$ cat src/wpc_pkg.sv
package wpc_pkg;

  localparam int unsigned SUM_W   = 64;
  localparam int unsigned WSUM_W  = 32;
  localparam int unsigned CNT_W   = 17;
  localparam int unsigned OUT_W   = 32;
  localparam int unsigned FIELD_W = 32;

  localparam int unsigned IN_DATA_W  = 112;
  localparam int unsigned OUT_DATA_W = 120;

  localparam int unsigned DIV_STEPS  = SUM_W;
  localparam int unsigned STEP_W     = $clog2(DIV_STEPS);

  typedef enum logic [1:0] {
    AXIS_X = 2'd0,
    AXIS_Y = 2'd1,
    AXIS_Z = 2'd2
  } axis_t;

  typedef struct packed {
    logic  cap_in;
    logic  do_mul;
    logic  do_acc;
    logic  div_load;
    logic  div_step;
    logic  div_store;
    logic  out_load;
    axis_t axis;
  } cmd_t;

  typedef struct packed {
    logic last;
    logic out_busy;
  } status_t;

endpackage

$ cat src/wpc_ctrl.sv
module wpc_ctrl (
  input  logic              clk,
  input  logic              rst_n,
  input  logic              in_tvalid,
  output logic              in_tready,
  input  wpc_pkg::status_t  status,
  output wpc_pkg::cmd_t     cmd
);

  typedef enum logic [2:0] {
    S_IDLE,
    S_MUL,
    S_ACC,
    S_DLOAD,
    S_DSTEP,
    S_DSTORE,
    S_OUT
  } state_t;

  localparam int unsigned SW = wpc_pkg::STEP_W;
  localparam logic [SW-1:0] STEP_LAST = SW'(wpc_pkg::DIV_STEPS - 1);

  state_t          state_r, state_nxt;
  wpc_pkg::axis_t  axis_r, axis_nxt;
  logic [SW-1:0]   step_r, step_nxt;

  always_comb begin
    state_nxt     = state_r;
    axis_nxt      = axis_r;
    step_nxt      = step_r;
    cmd           = '0;
    cmd.axis      = axis_r;
    in_tready     = 1'b0;
    case (state_r)
      S_IDLE: begin
        in_tready  = 1'b1;
        cmd.cap_in = in_tvalid;
        if (in_tvalid) begin
          state_nxt = S_MUL;
        end
      end
      S_MUL: begin
        cmd.do_mul = 1'b1;
        state_nxt  = S_ACC;
      end
      S_ACC: begin
        cmd.do_acc = 1'b1;
        axis_nxt   = wpc_pkg::AXIS_X;
        state_nxt  = status.last ? S_DLOAD : S_IDLE;
      end
      S_DLOAD: begin
        cmd.div_load = 1'b1;
        step_nxt     = '0;
        state_nxt    = S_DSTEP;
      end
      S_DSTEP: begin
        cmd.div_step = 1'b1;
        step_nxt     = step_r + SW'(1);
        if (step_r == STEP_LAST) begin
          state_nxt = S_DSTORE;
        end
      end
      S_DSTORE: begin
        cmd.div_store = 1'b1;
        case (axis_r)
          wpc_pkg::AXIS_X: begin
            axis_nxt  = wpc_pkg::AXIS_Y;
            state_nxt = S_DLOAD;
          end
          wpc_pkg::AXIS_Y: begin
            axis_nxt  = wpc_pkg::AXIS_Z;
            state_nxt = S_DLOAD;
          end
          default: state_nxt = S_OUT;
        endcase
      end
      S_OUT: begin
        // hold until the output register is free
        if (!status.out_busy) begin
          cmd.out_load = 1'b1;
          state_nxt    = S_IDLE;
        end
      end
      default: state_nxt = S_IDLE;
    endcase
  end

  always_ff @(posedge clk) begin
    if (!rst_n) begin
      state_r <= S_IDLE;
      axis_r  <= wpc_pkg::AXIS_X;
      step_r  <= '0;
    end else begin
      state_r <= state_nxt;
      axis_r  <= axis_nxt;
      step_r  <= step_nxt;
    end
  end

endmodule

$ cat config.mk
export PLATFORM = sky130hd
export DESIGN_NAME = wpc_ctrl
export DESIGN_NICKNAME = d
export VERILOG_FILES = /design/src/wpc_pkg.sv /design/src/wpc_ctrl.sv
export SDC_FILE = /design/constraint.sdc
export NUM_CORES = 1
export LEC_CHECK = 0
export ABC_CLOCK_PERIOD_IN_PS = 1500
export BUFFER_PORTS_ARGS = -buffer_cell sky130_fd_sc_hd__clkbuf_2
export CELL_PAD_IN_SITES_DETAIL_PLACEMENT = 1
export CELL_PAD_IN_SITES_GLOBAL_PLACEMENT = 2
export CORE_UTILIZATION = 26
export CTS_CLUSTER_SIZE = 14
export DETAILED_ROUTE_END_ITERATION = 10
export PLACE_DENSITY_LB_ADDON = 0.1
export RECOVER_POWER = 25
export SKIP_CTS_REPAIR_TIMING = 1
export SYNTH_ARGS = -nofsm -noshare
export SYNTH_HDL_FRONTEND = slang
export SYNTH_SLANG_ARGS = --single-unit
$ cat constraint.sdc
create_clock -name clk -period 1.5 [get_ports clk]
set_input_delay 0.225 -clock clk [delete_from_list [all_inputs] [get_ports clk]]
set_output_delay 0.225 -clock clk [all_outputs]
set_load 0.01 [all_outputs]
==> impl_summary.txt <==
----------------------------------------------------
[Critical path]
  Launching element type of the critical path ... flop
  Kind of end point of the critical path ... output port
  CP max stage delay ... 0.41 ns
  Crit. path cell count ... 3
  Top cell family by delay on the critical path ... simple AND/OR/NAND/NOR gates
  Worst endpoint required time ... between 1 and 1.5 ns
  Number of buffers and inverters on the critical path ... 2
  Crit path capture ... cmd[4]
  R2R cell count ... 5
  Kind of critical path ... flop to output port
  Arrival time at the worst endpoint ... 1.27 ns
  Max FO, Critical Path ... 6
  Sequence of cells on the critical path ... or3b_4 -> clkinvlp_4 -> buf_6
  Worst setup slack for register-to-register paths ... around 0.05 ns
  Crit path max-delay cell type ... sky130_fd_sc_hd__or3b_4
  Terminus of the critical flop-to-flop path ... step_r[4]$_SDFFE_PN0P_
  Startpoint of the worst-slack reg-to-reg timing path ... state_r[0]$_SDFFE_PN0P_
  Worst Setup SP ... state_r[0]$_SDFFE_PN0P_

[Clocking]
  CTS Root Cell ... sky130_fd_sc_hd__clkbuf_4
  Clock buffer depth ... 2
  Latest clock arrival within the worst-skew pair ... 0.28 ns
  Clock Pin Slew Worst Setup and Hold Paths ... 0.08 ns
  Level count of the clock H-tree ... 1
  Clock tree from TritonCTS ... built
  Number of clock sinks seen by CTS ... 11
  Number of buffers created by CTS ... 3

[Routing]
  Final antenna-violating net count ... 0
  DR vias ... 652
  Remaining design rule violation count ... 0
  Routed length per placed instance ... 13.82 µm
  Via-per-instance ratio ... between 4 and 5
  Number of violations reported at the end of detailed-routing iteration 0 ... 9
  Final wirelength ... roughly 1800 µm
  Drt first pass iters ... 3

[Floorplan]
  Height of the die ... 50.86 µm
  Width of the die ... 50.86 µm
  Area of the die ... ~2600 µm²
  Number of core rows ... 17
  Area of the placeable core ... 2233 µm²
  Boundary Pins ... 15
  Starting utilization of the core area ... 27.79%

[Power and ir drop]
  Power Dens Cells ... 1148 nW/µm²
  VDD IR max ... 573.6 µV
  Power after layout ... 1006 µW
  Cell leakage power ... 0.0003737 µW

[Place]
  Routability Congestion ... 0.7144
  Hpwl dp ... approximately 1300 µm
  Total instance count after detailed placement ... 120
  Count of input and output buffers ... 14

[Logic synthesis]
  Post-synthesis sequential element count ... 11
  List of most frequent post-synthesis cells ... sky130_fd_sc_hd__dfxtp_1 (11), sky130_fd_sc_hd__nand2_1 (8), sky130_fd_sc_hd__a21oi_1 (6)
  Most common flop cell mapped by yosys ... sky130_fd_sc_hd__dfxtp_1
  Post-synthesis share of cell area spent on xor and xnor gates ... 1.411%
  Count of different cell masters after synthesis ... 32
  Dominant cells by area after synthesis ... sky130_fd_sc_hd__dfxtp_1 (35%), sky130_fd_sc_hd__a21oi_1 (4.8%), sky130_fd_sc_hd__nand2_1 (4.8%)
  Most common cell in the netlist ... sky130_fd_sc_hd__dfxtp_1
  Number of enable flip-flop cells after synthesis ... 0
  Yosys top cell by area ... sky130_fd_sc_hd__dfxtp_1
  Combinational family with the most area after synthesis ... simple AND/OR/NAND/NOR gates
  Compound-gate portion of the synthesized area ... a little under a quarter
  Synthesized netlist cell count ... 76
  Simple-Gate Fraction of Synth Area ... 29.84%
  Number of synthesis warnings ... 0
  Post-synthesis net count ... around 80
  Seq/Total Area, Yosys ... 35.48%
  Mux cell area share after synthesis ... 1.613%
  Fraction of registers with async set or reset after synthesis ... 0%
  Share of Yosys cell area claimed by the top area cell type ... a little over a third
  Adder-Cell Fraction of Synth Area ... around 2.0%
  Syn Area/Cell ... 8.166 µm²
  Total standard cell area after synthesis ... 620.6 µm²

[Timing]
  Final Hold Violating Endpoints ... 0
  Final hold slack ... 0.2241 ns
  Fmax achieved ... 668.4 MHz
  Unrepaired setup endpoints after global routing ... yes
  Transition time of the tightest slew-check pin ... 0.3087 ns
  Final Cycle Share ... 99.74%
  Worst slew margin relative to its limit ... 79.16%
  Fin. max-slew vios ... 0
  Clock skew ... 0.01299 ns
  Final critical path time including I/O delays and setup ... 1.496 ns
  Setup-violating endpoint count in the final report ... 0

[Global routing]
  Maximum number of pins on one net before global-route repair ... 11
  Via count of the first global-routing pass ... 576
  Overflow left after global routing ... 0
  Wire length of the first global-routing pass ... 2642 µm
  GRT Total Usage ... between 10 and 15%
  Antenna violations before repair ... 0

[Cells and area]
  Share of layout cells above drive strength 1 ... 36.89%
  Layout Area Growth over Synthesis ... 41.13%
  Final instance count without filler cells ... 131
  Number of diodes ... 0
  Final #Nets ... 110

[Outcome]
  Outcome ... complete, no violations

[Run]
  Count of max-cap constraint violations ... 0

[Hold path]
  Classification of the worst-slack hold path ... primary input to flop

----------------------------------------------------
==> layout make-up <==
| class | instances | area [µm²] |
|---|---|---|
| inverter | 5 | 22.52 |
| sequential | 11 | 222.7 |
| multi-input combinational | 56 | 392.9 |
| fill | 285 | 1358 |
| clock buffer | 4 | 26.28 |
| timing repair buffer | 27 | 176.4 |
| tap | 28 | 35.03 |
==> report_power, final <==
| group | internal, µW | switching (µW) |
|---|---|---|
| clock | 103 | 106 |
| sequential | 324 | 23.3 |
| combinational | 217 | 232 |
| total | 644 | 362 |
==> layer usage <==
metal	share of wire (%)	up-vias	global-route usage (%)
li1	-	332	-
met1	49	307	18.21
met2	47	11	22.00
met3	3.8	2	6.250
met4	0.61	0	2.778
met5	0	-	0
==> worst min path at each step <==
stage,start,to,slack [ns],depth (start not counted)
2_1_floorplan,in_tvalid,state_r[2]$_SDFFE_PN0P_,0.37,2
3_3_place_gp,in_tvalid,state_r[2]$_SDFFE_PN0P_,0.50,3
3_5_place_dp,in_tvalid,state_r[2]$_SDFFE_PN0P_,0.50,3
4_1_cts,in_tvalid,state_r[2]$_SDFFE_PN0P_,0.23,3
5_1_grt,in_tvalid,state_r[2]$_SDFFE_PN0P_,0.22,3
6_report,in_tvalid,state_r[2]$_SDFFE_PN0P_,0.22,3
==> cell usage in the layout (no fill, tap or decap), types with 2 or more instances in the layout <==
cell type	synthesis	routed
sky130_fd_sc_hd__a21oi_1	6	6
sky130_fd_sc_hd__a311oi_1	3	2
sky130_fd_sc_hd__a41oi_1	2	2
sky130_fd_sc_hd__and2_1	2	2
sky130_fd_sc_hd__buf_2	1	2
sky130_fd_sc_hd__buf_4	0	12
sky130_fd_sc_hd__buf_6	1	2
sky130_fd_sc_hd__clkbuf_1	2	2
sky130_fd_sc_hd__clkbuf_2	0	10
sky130_fd_sc_hd__clkbuf_4	0	3
sky130_fd_sc_hd__dfxtp_1	11	9
sky130_fd_sc_hd__dfxtp_2	0	2
sky130_fd_sc_hd__inv_1	3	3
sky130_fd_sc_hd__nand2_1	8	8
sky130_fd_sc_hd__nand2b_1	4	3
sky130_fd_sc_hd__nand3_1	4	4
sky130_fd_sc_hd__nand3b_1	2	2
sky130_fd_sc_hd__nor2_1	4	4
sky130_fd_sc_hd__nor3_1	4	2
==> through the flow <==
| step | setup WS [ns] | utilization (%) | TNS [ns] | instance area [µm²] |
|---|---|---|---|---|
| finish | 0.003927 | 39.22 | 0 | 875.8 |
| global route | -0.03882 | 39.22 | -0.07819 | 875.8 |
| CTS | -0.1677 | 34.62 | -0.5809 | 773.2 |
| detailed placement | 0.04927 | 33.45 | 0 | 747.0 |
| global placement | 0.1171 | 33.45 | 0 | 747.0 |
| floorplan | 0.003477 | - | 0 | 620.6 |
==> sequential cells by signal (all words and copies together), names as in the netlist <==
name     count
step_r       6
state_r      3
axis_r       2
==> cell families after synthesis <==
logic type                 count (synthesis)
and+or+nand+nor                           34
AOI/OAI and AO/OA                         19
DFF                                       11
buffers and inverters                      9
xor gates and xnor gates                   1
muxes                                      1
adders and majority gates                  1
==> tightest hold or removal path: stages <==
cell                       delay, ns
sky130_fd_sc_hd__clkbuf_2       0.10
sky130_fd_sc_hd__inv_1          0.05
sky130_fd_sc_hd__a221oi_1       0.07
No activity file was read; power rests on OpenSTA's default activity.
